<file path="src/hdl/assert_macros.svh">
// ----------------------------------------------------------------------------
// Assertion macros
// Shared concurrent assertion forms; expect clk and rst_n in scope.
// ----------------------------------------------------------------------------
`ifndef ASSERT_MACROS_SVH
`define ASSERT_MACROS_SVH

// same-cycle implication
`define SWAS_ASSERT_IMPLY(lbl, cond, prop) \
  lbl: assert property (@(posedge clk) disable iff (!rst_n) (cond) |-> (prop)) \
    else $error("swas assertion failed");

// next-cycle implication
`define SWAS_ASSERT_NEXT(lbl, cond, prop) \
  lbl: assert property (@(posedge clk) disable iff (!rst_n) (cond) |=> (prop)) \
    else $error("swas assertion failed");

`endif

</file>
<file path="src/hdl/swas_pkg.sv">
// ----------------------------------------------------------------------------
// swas_pkg
// Types and constants of the scan window average segmenter.
// ----------------------------------------------------------------------------
`default_nettype none

package swas_pkg;

  localparam int RANGE_W     = 16;
  localparam int BEAM_IDX_W  = 10;
  localparam int CFG_W       = 32;
  localparam int COS_W       = 16;
  localparam int CFG_IDX_W   = 1;
  localparam int Q15_SHIFT   = 15;
  localparam int QUEUE_DEPTH = 2;
  localparam int MOD_W       = 3;

  localparam logic [MOD_W-1:0] SLOT_STRIDE = 3'd5;

  localparam logic [CFG_IDX_W-1:0] REG_BREAK_DIST_SQ = 1'd0;
  localparam logic [CFG_IDX_W-1:0] REG_COS_STEP      = 1'd1;

  localparam logic [CFG_W-1:0] BREAK_DIST_RESET = 32'd10000;
  localparam logic [COS_W-1:0] COS_STEP_RESET   = 16'd32767;

  typedef struct packed {
    logic last;
    logic first;
    logic emit;
  } swas_flags_t;

  typedef enum logic [2:0] {
    ST_CLEAR,
    ST_IDLE,
    ST_READ,
    ST_MEAN,
    ST_SQUARE,
    ST_SCALE,
    ST_DECIDE
  } swas_state_t;

endpackage

`default_nettype wire

</file>
<file path="src/hdl/swas_queue.sv">
// ----------------------------------------------------------------------------
// swas_queue
// Two-entry command queue between front and back end.
// ----------------------------------------------------------------------------
`default_nettype none

module swas_queue #(
  parameter int WIDTH = 32
) (
  input  wire logic             clk,
  input  wire logic             rst_n,
  input  wire logic             push,
  input  wire logic [WIDTH-1:0] push_data,
  output logic                  full,
  input  wire logic             pop,
  output logic                  valid,
  output logic      [WIDTH-1:0] pop_data
);
  import swas_pkg::*;

  localparam int PW = (QUEUE_DEPTH > 1) ? $clog2(QUEUE_DEPTH) : 1;
  localparam int CW = $clog2(QUEUE_DEPTH + 1);

  logic [WIDTH-1:0] mem_r [QUEUE_DEPTH];
  logic [PW-1:0]    wp_r, wp_nxt, rp_r, rp_nxt;
  logic [CW-1:0]    cnt_r, cnt_nxt;

  assign full     = (cnt_r == CW'(QUEUE_DEPTH));
  assign valid    = (cnt_r != '0);
  assign pop_data = mem_r[rp_r];

  always_comb begin
    wp_nxt  = wp_r;
    rp_nxt  = rp_r;
    cnt_nxt = cnt_r;
    if (push) begin
      wp_nxt = (wp_r == PW'(QUEUE_DEPTH - 1)) ? '0 : wp_r + 1'b1;
    end
    if (pop) begin
      rp_nxt = (rp_r == PW'(QUEUE_DEPTH - 1)) ? '0 : rp_r + 1'b1;
    end
    if (push && !pop) begin
      cnt_nxt = cnt_r + 1'b1;
    end else if (pop && !push) begin
      cnt_nxt = cnt_r - 1'b1;
    end
  end

  always_ff @(posedge clk) begin
    if (!rst_n) begin
      wp_r  <= '0;
      rp_r  <= '0;
      cnt_r <= '0;
    end else begin
      wp_r  <= wp_nxt;
      rp_r  <= rp_nxt;
      cnt_r <= cnt_nxt;
    end
  end

  always_ff @(posedge clk) begin
    if (push) begin
      mem_r[wp_r] <= push_data;
    end
  end

endmodule

`default_nettype wire

</file>
<file path="config.mk">
export PLATFORM = sky130hd
export DESIGN_NAME = swas_queue
export DESIGN_NICKNAME = d
export VERILOG_FILES = /design/src/hdl/assert_macros.svh /design/src/hdl/swas_pkg.sv /design/src/hdl/swas_queue.sv
export SDC_FILE = /design/constraint.sdc
export NUM_CORES = 1
export LEC_CHECK = 0
export ABC_AREA = 1
export BUFFER_PORTS_ARGS = -buffer_cell sky130_fd_sc_hd__buf_2
export CAP_MARGIN = 15
export CORE_MARGIN = 2
export CORE_UTILIZATION = 25
export CTS_BUF_LIST = sky130_fd_sc_hd__clkbuf_16
export CTS_CLUSTER_DIAMETER = 200
export DETAILED_ROUTE_END_ITERATION = 6
export GPL_TIMING_DRIVEN = 0
export HOLD_SLACK_MARGIN = 0.12
export PLACE_DENSITY = 0.52
export SETUP_SLACK_MARGIN = 0.3
export SLEW_MARGIN = 20
export SYNTH_ARGS = -nofsm -noshare
export SYNTH_HDL_FRONTEND = slang
export SYNTH_SLANG_ARGS = --single-unit
</file>
<file path="constraint.sdc">
create_clock -name clk -period 6.5 [get_ports clk]
set_input_delay 0.975 -clock clk [delete_from_list [all_inputs] [get_ports clk]]
set_output_delay 0.975 -clock clk [all_outputs]
set_load 0.02 [all_outputs]
</file>
Word level (Yosys, flattened, before mapping)
Memory sizes are Yosys's and may differ from the RTL's. A register that Yosys moved wholly into a read port is not among the register bits.
Cells that the tools add are included.
W data, S select, Z words.
- flip-flop bits (word level): 4
- memory bits (writable): 64
- input bits: 36
- word-level logic and storage cells: 23
- memories kept: 1
- memories (name ; depth ; bits a word ; read ports ; clocked after memory_dff ; write ports ; RTL line ; text):
    mem_r ; 2 ; 32 ; 1 ; 1 ; 1 ; swas_queue.sv:24 ; logic [WIDTH-1:0] mem_r [QUEUE_DEPTH];
- add/sub/neg operators: 4
- eq/ne operators: 1
- mux-type cells: 8
- reduce and logical (&&, ||, !) cells: 6
- operator list (operator ; number):
    $mux W1 ; 6
    $mux W2 ; 2
    $reduce_bool A2 Y1 ; 2
    $add A1 B1 Y1 const B ; 2
    $add A2 B1 Y2 const B ; 1
    $eq A2 B2 Y1 const B ; 1
    $logic_and A1 B1 Y1 ; 2
    $logic_not A1 Y1 ; 2
    $sub A2 B1 Y2 const B ; 1

Depth between registers and ports, before layout
- depth in word-level cells: 4
- depth in mapped cells: 8
- gate-level depth less buffers: 8

Worst setup path before layout
No wires, ideal clock.
- path type: input port to flip-flop
- from: in push
- to: mem mem_r[0][0], enable pin
- library setup time: 422 ps
- arrival: 2364 ps
- data required time: 6078 ps
- slack: 3714 ps
- cell stages on the path: 2
- buffers on the path: 0
- cell sequence: inv_1 > nor2_1
- longest elaborated chain between the ends: 2
- ends and longest elaborated chain (item ; RTL line ; text):
    start, declared ; swas_queue.sv:12 ; input wire logic push,
    $mux W1 ; swas_queue.sv:62 ; if (push) begin
    $mux W1 (not written as such) ; swas_queue.sv:63 ; mem_r[wp_r] <= push_data;
    end, declared ; swas_queue.sv:24 ;
No other way between the ends.

==> metrics.cfg <==
[critical_path]
crit_type=flip-flop to output port
slowest_stage=dfxtp_1
crit_path_end_kind=output port
critPathTopFamily=buffers and inverters
cp_cell_sequence=buf_6 -> buf_12 -> mux2_4 -> buf_2
cpPeakStageDelay_ns=0.32
crit_fanout=10
crit_required_ns=5.52
ff2ff_path_depth=2
crit_arrival_ns=1.41
critPathLaunchType=flip-flop
regToRegSetupSlack_ns=5.05
r2r-start=wp_r$_SDFFE_PN0P_
r2r_end=mem_r[1][12]$_DFFE_PP_
path_buf_inv=3

[hold_path]
hold_start=rp_r$_SDFFE_PN0P_
worst_hold_path_type=flip-flop to flip-flop
min_path_cells=2
min_to=rp_r$_SDFFE_PN0P_

[clocking]
cts_tree=built
clock-sinks=69
post_cts_buffers=0
numCtsBuffers=9
cts_hold_buf=0
cts.path.max_buffers=2
root_buffer=clkbuf_16
clkLatencyLatePin_ns=0.32
clk_pin_slew_ns=0.06
cts-htree-levels=3
cts_resized=0

[global_route]
grt_pass1_wl_mm=6.97
grt.total_usage_pct=8.37
antenna_found_initial=0
grt_max_degree=33
grt_pass1_vias=1378
grt-ovfl-total=0

[floorplanning]
rows=37
start_util_pct=25.9
die_y_um=108
die_area_um2=11600
io-pin-count=70
die_x_um=108
core-area_um2=10400

[cells_and_area]
drive_gt1_share_pct=55.2
fillers=1018
synthToLayoutAreaGrowth_pct=31.3
diodes=0
postLayoutCoreUtil_pct=33.9
final_nets=253

[drt]
firstDrtPassIters=3
drc_errors=0
drt-total-wl_mm=4.68
vias=1389
initialDrtViolationCount=15
ant_nets=0
routedWlPerCell_um=13.1
vias_per_cell=3.89

[sta]
timing_hold_violations_final=0
final-setup-viol-count=0
slew_viol_final=0
timing.final.crit_share_pct=36.7
slew_headroom_pct=49.7
rsz0062_at_grt=no
worst_pin_slew_ns=0.755
min_period_ns=2.39
max_freq_mhz=419
setup_tns_ns=0
fin_skew_ns=0.00566

[yosys]
syn_area_per_cell_um2=20.0
yosysUniqueCellTypes=14
synth_nets=172
synthCells=135
syn_area_um2=2690
yosys_warnings=0
ys_ff_latch=69
yosysSeqAreaShare_pct=75.1

[power_and_ir_drop]
ir_worst_vdd_uv=119
leakagePower_nw=1.43
p_total_mw=1.12
power.density_nw_per_um2=317

[placed_design]
dp_hpwl_mm=3.07
gp_congestion=0.691
io_buffers=69

[run]
max_cap_violations=0

[run_status]
status=complete, no violations

## report_power, final
group          total (mW)  internal (mW)  switching (mW)  leakage, nW
clock               0.471          0.294           0.178        0.136
combinational       0.129         0.0602          0.0686        0.646
sequential          0.519          0.513         0.00652        0.642
## metrics by stage
stage | worst slack [ns] | hold WS, ns | instances | cell area, um2
4_1_cts | 4.08 | 0.504 | 357 | 3540
3_5_place_dp | 4.30 | 0.490 | 341 | 3240
3_3_place_gp | 2.65 | 0.476 | 340 | 3210
6_report | 4.11 | 0.492 | 357 | 3540
5_1_grt | 4.02 | 0.535 | 357 | 3540
2_1_floorplan | 3.71 | 0.463 | 135 | 2690
## routing by layer
metal,up-vias,global-route usage [%],share of wire (%),routed length (um)
met5,-,0,0,0
met1,667,9.17,42,1950
li1,667,-,-,-
met4,0,4.40,1.6,77
met3,9,3.27,6.2,289
met2,46,14.0,51,2370
## kinds of logic (layout without fill, tap and decap cells)
group	Yosys count	in the layout	synth area share [%]
DFF	69	69	75.1
and+or+nand+nor	19	19	2.79
buffers and inverters	12	98	3.76
AOI/OAI and AO/OA	2	2	0.371
adders and majority gates	1	1	0.464
muxes	32	32	17.6
## synthesized netlist by cell type (all sizes together)
cell     n  area, um2
edfxtp  64       1920
ha       1       12.5
inv      8       30.0
a21oi    1       5.00
nand3    1       5.00
nor2     8       30.0
nand4    1       6.26
dfxtp    5        100
o21ai    1       5.00
nand2    9       33.8
mux2    32        473
buf      4       71.3
## worst max path at each step
stage,from,endpoint,slack [ns],cells past startpoint
finish,flip-flop,pop_data[2],4.11,4
global route,flip-flop,pop_data[23],4.02,4
CTS,flip-flop,pop_data[13],4.08,4
global placement,push,mem_r[0][10]$_DFFE_PP_,2.65,3
detailed placement,push,mem_r[0][10]$_DFFE_PP_,4.30,4
floorplan,push,mem_r[0][0]$_DFFE_PP_,3.71,2
## layout by cell type, fill, tap and decap left out, drive strengths merged
cell type and n:
nor2 8, dfxtp 5, clkinv 4, clkinvlp 2, bufinv 1, nand2 9
a21oi 1, clkbuf 9, inv 8, o21ai 1, nand4 1, mux2 32
nand3 1, buf 74, ha 1, edfxtp 64
## flip-flops by register name, summed over array words and instances, names as in the netlist, named ones only
| signal | cells |
|---|---|
| mem_r | 64 |
| cnt_r | 2 |
| rp_r | 1 |
| wp_r | 1 |
## worst reg2reg max path: stages (launching register included)
cell and delay [ns]:
dfxtp_1 0.39, nand2_1 0.11, inv_2 0.55
## area by class of cell
class	instances	area (um2)	area share [%]
Tap cell	136	170	4.81
Clock inverter	7	66.3	1.88
Sequential cell	69	2020	57.2
Buffer	4	71.3	2.02
Inverter	8	30.0	0.849
Clock buffer	9	225	6.37
Timing Repair Buffer	70	373	10.5
Multi-Input combinational cell	54	578	16.3
No activity file was read; power rests on OpenSTA's default activity.
