**src/hdl/assert_macros.svh**
```systemverilog
// ----------------------------------------------------------------------------
// Assertion macros
// Shared concurrent assertion forms; expect clk and rst_n in scope.
// ----------------------------------------------------------------------------
`ifndef ASSERT_MACROS_SVH
`define ASSERT_MACROS_SVH

// same-cycle implication
`define SWAS_ASSERT_IMPLY(lbl, cond, prop) \
  lbl: assert property (@(posedge clk) disable iff (!rst_n) (cond) |-> (prop)) \
    else $error("swas assertion failed");

// next-cycle implication
`define SWAS_ASSERT_NEXT(lbl, cond, prop) \
  lbl: assert property (@(posedge clk) disable iff (!rst_n) (cond) |=> (prop)) \
    else $error("swas assertion failed");

`endif

```
**src/hdl/swas_pkg.sv**
```systemverilog
// ----------------------------------------------------------------------------
// swas_pkg
// Types and constants of the scan window average segmenter.
// ----------------------------------------------------------------------------
`default_nettype none

package swas_pkg;

  localparam int RANGE_W     = 16;
  localparam int BEAM_IDX_W  = 10;
  localparam int CFG_W       = 32;
  localparam int COS_W       = 16;
  localparam int CFG_IDX_W   = 1;
  localparam int Q15_SHIFT   = 15;
  localparam int QUEUE_DEPTH = 2;
  localparam int MOD_W       = 3;

  localparam logic [MOD_W-1:0] SLOT_STRIDE = 3'd5;

  localparam logic [CFG_IDX_W-1:0] REG_BREAK_DIST_SQ = 1'd0;
  localparam logic [CFG_IDX_W-1:0] REG_COS_STEP      = 1'd1;

  localparam logic [CFG_W-1:0] BREAK_DIST_RESET = 32'd10000;
  localparam logic [COS_W-1:0] COS_STEP_RESET   = 16'd32767;

  typedef struct packed {
    logic last;
    logic first;
    logic emit;
  } swas_flags_t;

  typedef enum logic [2:0] {
    ST_CLEAR,
    ST_IDLE,
    ST_READ,
    ST_MEAN,
    ST_SQUARE,
    ST_SCALE,
    ST_DECIDE
  } swas_state_t;

endpackage

`default_nettype wire

```
**src/hdl/swas_if.sv**
```systemverilog
// ----------------------------------------------------------------------------
// swas stream interfaces
// Valid/ready channels for range samples and segment results.
// ----------------------------------------------------------------------------
`default_nettype none

interface swas_in_if;
  logic        valid;
  logic        ready;
  logic [15:0] range_mm;
  logic        scan_end;

  modport source (output valid, output range_mm, output scan_end, input ready);
  modport sink   (input valid, input range_mm, input scan_end, output ready);
endinterface


`default_nettype wire

```
**src/hdl/swas_front.sv**
```systemverilog
// ----------------------------------------------------------------------------
// swas_front
// Accepts samples, counts arrivals, tracks scan slot and issues commands.
// ----------------------------------------------------------------------------
`default_nettype none

module swas_front #(
  parameter int BEAMS  = 1024,
  parameter int WINDOW = 8
) (
  input  wire logic                              clk,
  input  wire logic                              rst_n,
  swas_in_if.sink                                in_strm,
  input  wire logic                              clearing,
  input  wire logic                              q_full,
  output logic                                   q_push,
  output logic [$clog2(WINDOW*BEAMS)-1:0]        cmd_addr,
  output logic [$clog2(BEAMS)-1:0]               cmd_beam,
  output logic [swas_pkg::RANGE_W-1:0]           cmd_range,
  output swas_pkg::swas_flags_t                  cmd_flags
);
  import swas_pkg::*;

  localparam int BW  = $clog2(BEAMS);
  localparam int AW  = $clog2(WINDOW * BEAMS);
  localparam int ARW = $clog2(BEAMS + 1);
  localparam int SLW = $clog2(WINDOW);

  logic [ARW-1:0]   arrival_r, arrival_nxt;
  logic [SLW-1:0]   slot_r, slot_nxt;
  logic [MOD_W-1:0] mod_r, mod_nxt;
  logic [AW-1:0]    base_r, base_nxt;
  logic             accept, live, slot_wrap;

  assign in_strm.ready = !clearing && !q_full;
  assign accept        = in_strm.valid && in_strm.ready;
  assign live          = (arrival_r < ARW'(BEAMS));
  assign q_push        = accept && live;
  assign slot_wrap     = (slot_r == SLW'(WINDOW - 1));

  assign cmd_beam        = BW'(BEAMS - 1) - arrival_r[BW-1:0];
  assign cmd_addr        = base_r + AW'(cmd_beam);
  assign cmd_range       = in_strm.range_mm;
  assign cmd_flags.last  = in_strm.scan_end;
  assign cmd_flags.first = (arrival_r == '0);
  assign cmd_flags.emit  = (mod_r == '0);

  always_comb begin
    arrival_nxt = arrival_r;
    slot_nxt    = slot_r;
    mod_nxt     = mod_r;
    base_nxt    = base_r;
    if (q_push) begin
      arrival_nxt = arrival_r + 1'b1;
    end
    if (accept && in_strm.scan_end) begin
      arrival_nxt = '0;
      if (slot_wrap) begin
        slot_nxt = '0;
        mod_nxt  = '0;
        base_nxt = '0;
      end else begin
        slot_nxt = slot_r + 1'b1;
        mod_nxt  = (mod_r == SLOT_STRIDE - 1'b1) ? '0 : mod_r + 1'b1;
        base_nxt = base_r + AW'(BEAMS);
      end
    end
  end

  always_ff @(posedge clk) begin
    if (!rst_n) begin
      arrival_r <= '0;
      slot_r    <= SLW'(1);
      mod_r     <= MOD_W'(1);
      base_r    <= AW'(BEAMS);
    end else begin
      arrival_r <= arrival_nxt;
      slot_r    <= slot_nxt;
      mod_r     <= mod_nxt;
      base_r    <= base_nxt;
    end
  end

endmodule

`default_nettype wire

```
**src/flat_wrapper.sv**
```systemverilog
// flat-port wrapper written by rule: the top's interface ports become plain ports
module swas_front_flat import swas_pkg::*;
#(
  parameter int BEAMS  = 1024,
  parameter int WINDOW = 8
)
  (clk, rst_n, clearing, q_full, q_push, cmd_addr, cmd_beam, cmd_range, cmd_flags, in_strm_valid, in_strm_range_mm, in_strm_scan_end, in_strm_ready);
  swas_in_if in_strm_i ();
  input  wire logic clk;
  input  wire logic rst_n;
  input  wire logic clearing;
  input  wire logic q_full;
  output logic q_push;
  output logic [$clog2(WINDOW*BEAMS)-1:0] cmd_addr;
  output logic [$clog2(BEAMS)-1:0] cmd_beam;
  output logic [swas_pkg::RANGE_W-1:0] cmd_range;
  output swas_pkg::swas_flags_t cmd_flags;
  input wire logic [$bits(in_strm_i.valid)-1:0] in_strm_valid;
  input wire logic [$bits(in_strm_i.range_mm)-1:0] in_strm_range_mm;
  input wire logic [$bits(in_strm_i.scan_end)-1:0] in_strm_scan_end;
  output wire logic [$bits(in_strm_i.ready)-1:0] in_strm_ready;
  assign in_strm_i.valid = in_strm_valid;
  assign in_strm_i.range_mm = in_strm_range_mm;
  assign in_strm_i.scan_end = in_strm_scan_end;
  assign in_strm_ready = in_strm_i.ready;
  swas_front #(.BEAMS(BEAMS), .WINDOW(WINDOW)) u_core (.clk(clk), .rst_n(rst_n), .in_strm(in_strm_i), .clearing(clearing), .q_full(q_full), .q_push(q_push), .cmd_addr(cmd_addr), .cmd_beam(cmd_beam), .cmd_range(cmd_range), .cmd_flags(cmd_flags));
endmodule
```
**config.mk**
```make
export PLATFORM = sky130hd
export DESIGN_NAME = swas_front_flat
export DESIGN_NICKNAME = d
export VERILOG_FILES = /design/src/hdl/assert_macros.svh /design/src/hdl/swas_pkg.sv /design/src/hdl/swas_if.sv /design/src/hdl/swas_front.sv /design/src/flat_wrapper.sv
export SDC_FILE = /design/constraint.sdc
export NUM_CORES = 1
export LEC_CHECK = 0
export BUFFER_PORTS_ARGS = -buffer_cell sky130_fd_sc_hd__buf_2
export CAP_MARGIN = 25
export CORE_ASPECT_RATIO = 0.5
export CORE_MARGIN = 4
export CORE_UTILIZATION = 45
export CTS_CLUSTER_SIZE = 16
export DETAILED_ROUTE_END_ITERATION = 16
export GPL_TIMING_DRIVEN = 0
export PLACE_DENSITY = 0.9
export SYNTH_ARGS = -nofsm -noshare
export SYNTH_HDL_FRONTEND = slang
export SYNTH_SLANG_ARGS = --single-unit
```
**constraint.sdc**
```tcl
create_clock -name clk -period 3.1 [get_ports clk]
set_input_delay 0.62 -clock clk [delete_from_list [all_inputs] [get_ports clk]]
set_output_delay 0.62 -clock clk [all_outputs]
set_load 0.02 [all_outputs]
```
Word-level counts from Yosys, hierarchy flattened
Cells that the tools add are included.
W data, S select, Z words.
{ "classes": {"add_sub_neg": 6, "order_cmp": 1, "eq_ne": 2, "mux": 4, "bitwise_logic": 1, "reduce_logical": 9} }
{ "op_table": {"columns": ["op", "n"], "rows": [
  ["$add A13 B10 Y13", 1],
  ["$add A13 B11 Y13 const B", 1],
  ["$mux W13", 1],
  ["$add A11 B1 Y11 const B", 1],
  ["$logic_not A11 Y1", 1],
  ["$lt A11 B11 Y1 const B", 1],
  ["$sub A10 B10 Y10 const A", 1],
  ["$mux W3", 3],
  ["$add A3 B1 Y3 const B", 2],
  ["$eq A3 B3 Y1 const B", 2],
  ["$logic_and A1 B1 Y1", 4],
  ["$logic_not A3 Y1", 1],
  ["$logic_not A1 Y1", 2],
  ["$reduce_or A2 Y1", 1],
  ["$not A1 Y1", 1]
]} }
{ "totals": {"regBits": 30, "in_bits": 22, "word_cells": 27} }

Depth between registers and ports, before layout
{ "depth": {"depth_word": 5, "ltp_mapped": 6, "mapped_depth_nobuf": 5} }

Worst setup path after synthesis
Ideal clock, no wire load.
{ "synth_path": {"kind": "input port to output port", "start": "in q_full", "end": "out q_push", "arrival_ns": 1.622, "slack_ns": 0.858, "stages": 4, "cell_sequence": "or4b_1 -> buf_2 -> buf_2 -> inv_1"} }
{ "synth_via": {"elab_chain_cells": 4} }
{ "synth_rtl": {"columns": ["element", "line", "source"], "rows": [
  ["start: declaration", "flat_wrapper.sv:12", "input wire logic q_full;"],
  ["$logic_not A1 Y1", "swas_front.sv:35", "assign in_strm.ready = !clearing && !q_full;"],
  ["$logic_and A1 B1 Y1", "swas_front.sv:35", null],
  ["$logic_and A1 B1 Y1", "swas_front.sv:36", "assign accept = in_strm.valid && in_strm.ready;"],
  ["$logic_and A1 B1 Y1", "swas_front.sv:38", "assign q_push = accept && live;"],
  ["end: declaration", "flat_wrapper.sv:13", "output logic q_push;"]
]} }
Every way passes these cells.

Worst setup path after layout
Ends and elaborated chain as after synthesis.

==> impl_metrics.csv <==
group,metric,value,unit
final_layout,stdcell_area,1683,µm²
timing,rsz0062_at_grt,"false",
synth,yosys.area.top_type_share,0.3033,
status,outcome,"completed",
synth,netlist-cell-type-count,31,
clock_tree,clock_path_buffers,2,
die,io_pins,66,
final_layout,syn_to_final_growth,27.49,%
synth,synth_area,1320,µm²
synth,syn_nets,193,
final_layout,n_antenna_cell,0,
worst_setup_path,critical_path_class,"in2out",
power,power.density,375.1,nW/µm²
clock_tree,cts-buffers-inserted,3,
flow_run,max_cap_viol_count,0,
timing,worst_pin_slew,0.7271,ns
route,vias,1298,
placement,numPortBuffers,49,
clock_tree,htreeDepth,1,
timing,slew_headroom,0.5142,
timing,setup_tns,0,ns
route,drtIter0Drc,94,
worst_hold_path,worstHoldStart,"u_core.mod_r[1]",
global_routing,grt_pass1_wl,5168,µm
power,peakVddDrop,0.1908,mV
placement,place_area,1612,µm²
synth,ys_seq_elements,20,
power,p_switching,0.1526,mW
synth,synth_edf_count,0,
clock_tree,hold_buffers,0,
synth,netlist_top_cells_area,"dfxtp_1, buf_4, ha_1, inv_1, nand2_1",
worst_setup_path,crit_fanout,10,
worst_setup_path,cp.required,2.48,ns
worst_setup_path,r2r-start,"u_core.arrival_r[10]",
die,num_rows,13,
worst_hold_path,hold-path-cell-count,2,
worst_setup_path,cp-end-kind,"output pin",
worst_hold_path,holdPathEnd,"u_core.mod_r[1]",
synth,yosys.area.top_type,"dfxtp_1",
power,pwr-share-comb,0.166,
route,wl_per_cell,12.36,µm
synth,syn_inst,163,
synth,synth_warnings,0,
synth,synth_most_common_cell,"dfxtp_1",
synth,ys_async_sr_fraction,0,
clock_tree,clock-sinks,20,
timing,fin_skew,0.001391,ns
global_routing,first_global_vias,1238,
clock_tree,post_cts_buffers,0,
timing,max_freq,391.5,MHz
timing,finalCritPeriodShare,0.8240,
power,power_frac_seq,0.417,
synth,syn_area_per_cell,8.098,µm²
worst_setup_path,cp-start-kind,"primary input",
timing,finalMaxSlewViolations,0,
die,dieArea,3916,µm²
global_routing,grt_max_degree,13,
global_routing,antenna_found_initial,0,
synth,synth_ff_type,"dfxtp_1",
worst_setup_path,cp.arrival,1.93,ns
route,firstDrtPassIters,4,
die,dieWidth,84.60,µm
global_routing,overflow,0,
synth,synthTopCellsByCount,"dfxtp_1, buf_4, inv_1, nand2_1, a21oi_1",
route,wl,3127,µm
worst_hold_path,hp-class,"reg2reg",
global_routing,track_usage,0.1640,
worst_setup_path,reg2reg_depth,5,
power,swShare,0.2417,
placement,place_congestion,0.7659,
die,core,2700,µm²
clock_tree,clockRootBuffer,"clkbuf_8",
die,initial_core_util,0.4889,
final_layout,drive_above_1_share,0.3611,
clock_tree,cts-resized-gates,0,
synth,ys_seq_area_frac,0.3033,
route,ant_nets,0,
clock_tree,cts_tree,"yes",
timing,timing_hold_violations_final,0,
die,die_y,46.30,µm
timing,setup_viol,0,
power,internal_power,0.4786,mW
power,clkPwrFrac,0.417,
route,viasPerCell,5.130,
worst_setup_path,r2r_slack,1.24,ns
clock_tree,clkSlewWorstSetupHoldPaths,0.08,ns
final_layout,fin_nets,247,
route,drc_errors,0,
placement,hpwlAfterDp,2448,µm
clock_tree,clk_latency,0.26,ns
timing,min_period,2.554,ns
worst_setup_path,rr_endpoint,"u_core.arrival_r[7]",
power,leakage,0.7094,nW
[metal layers]
metal  part of all wire  track usage  vias up
met3               0.12      0.05536        9
met1               0.36       0.1661      569
li1                   -            -      647
met5                  0            0        -
met2               0.50       0.3235       73
met4              0.018      0.06625        0
[per-stage QoR]
| stage | utilization | instances | hold slack (ns) | power, mW | setup WS [ns] |
|---|---|---|---|---|---|
| 5_1_grt | 0.6233 | 253 | 0.5264 | 0.6614 | 0.4904 |
| 2_1_floorplan | - | 163 | 0.4334 | 0.3446 | 0.8582 |
| 3_5_place_dp | 0.5968 | 249 | 0.4712 | 0.3740 | 0.5870 |
| 3_3_place_gp | 0.5968 | 249 | 0.4553 | 0.3715 | 0.5945 |
| 6_report | 0.6233 | 253 | 0.4894 | 0.6312 | 0.5456 |
| 4_1_cts | 0.6233 | 253 | 0.4917 | 0.6350 | 0.5538 |
[logic make-up (layout without fill, tap and decap cells)]
kind of cell | after synthesis | in the layout | share of synthesized area
buffers and inverters | 46 | 99 | 0.1839
multiplexers | 4 | 4 | 0.03033
flip-flops | 20 | 20 | 0.3033
AND/OR/NAND/NOR | 54 | 54 | 0.2483
other | 1 | 1 | 0.002841
XOR/XNOR | 6 | 6 | 0.03981
AO/OA/AOI/OAI | 24 | 24 | 0.1156
adder cells (fa/ha/maj) | 8 | 8 | 0.07583
[layout by cell type, fill, tap and decap left out, drive strengths merged]
| master | count |
|---|---|
| nor2 | 3 |
| or4 | 6 |
| o31ai | 5 |
| and3 | 1 |
| or4b | 3 |
| nand3 | 7 |
| a21o | 1 |
| clkbuf | 11 |
| or3b | 2 |
| nor3b | 1 |
| inv | 18 |
| nand4bb | 1 |
| a21boi | 4 |
| xnor2 | 6 |
| conb | 1 |
| nor4b | 1 |
| o21ai | 2 |
| buf | 69 |
| nand4 | 6 |
| ha | 8 |
| a21oi | 9 |
| o211ai | 3 |
| or2 | 1 |
| nor4 | 3 |
| mux2i | 4 |
| nand2 | 15 |
| bufinv | 1 |
| nor3 | 1 |
| dfxtp | 20 |
| nor2b | 3 |
[how the worst max path moves through the flow]
stage / to / cells past startpoint / from / slack, ns
final: q_push / 6 / q_full / 0.55
after floorplan: q_push / 4 / q_full / 0.86
after global routing: q_push / 6 / q_full / 0.49
after detailed placement: q_push / 6 / q_full / 0.59
after CTS: q_push / 6 / q_full / 0.55
after global placement: q_push / 6 / q_full / 0.59
[sequential cells by signal (all words and copies together), names as in the netlist]
signal and count:
u_core.mod_r 3, u_core.base_r 3, u_core.slot_r 3, u_core.arrival_r 11
[power groups by stage]
| stage | clock [mW] | combinational [mW] | sequential, mW |
|---|---|---|---|
| 2_1_floorplan | 0 | 0.0756 | 0.269 |
| 3_3_place_gp | 0 | 0.102 | 0.269 |
| 3_5_place_dp | 0 | 0.104 | 0.270 |
| 4_1_cts | 0.267 | 0.105 | 0.264 |
| 5_1_grt | 0.283 | 0.114 | 0.264 |
| 6_report | 0.263 | 0.105 | 0.264 |
[worst max-delay path: stages]
cell,delay (ns)
buf_2,0.11
or4b_1,0.50
buf_2,0.17
buf_2,0.19
inv_1,0.15
buf_2,0.19
[final cells by class]
| type | count | area [µm²] |
|---|---|---|
| flip-flops and latches | 20 | 400.4 |
| fillers | 244 | 1017 |
| multi-input cells | 97 | 676.9 |
| inverters | 18 | 67.56 |
| plain buffers | 28 | 175.2 |
| clock buffers | 3 | 41.29 |
| repair buffers | 49 | 245.2 |
| clock inverters | 1 | 30.03 |
| well taps | 37 | 46.29 |
Note: power is estimated with default switching activity, not from simulation.
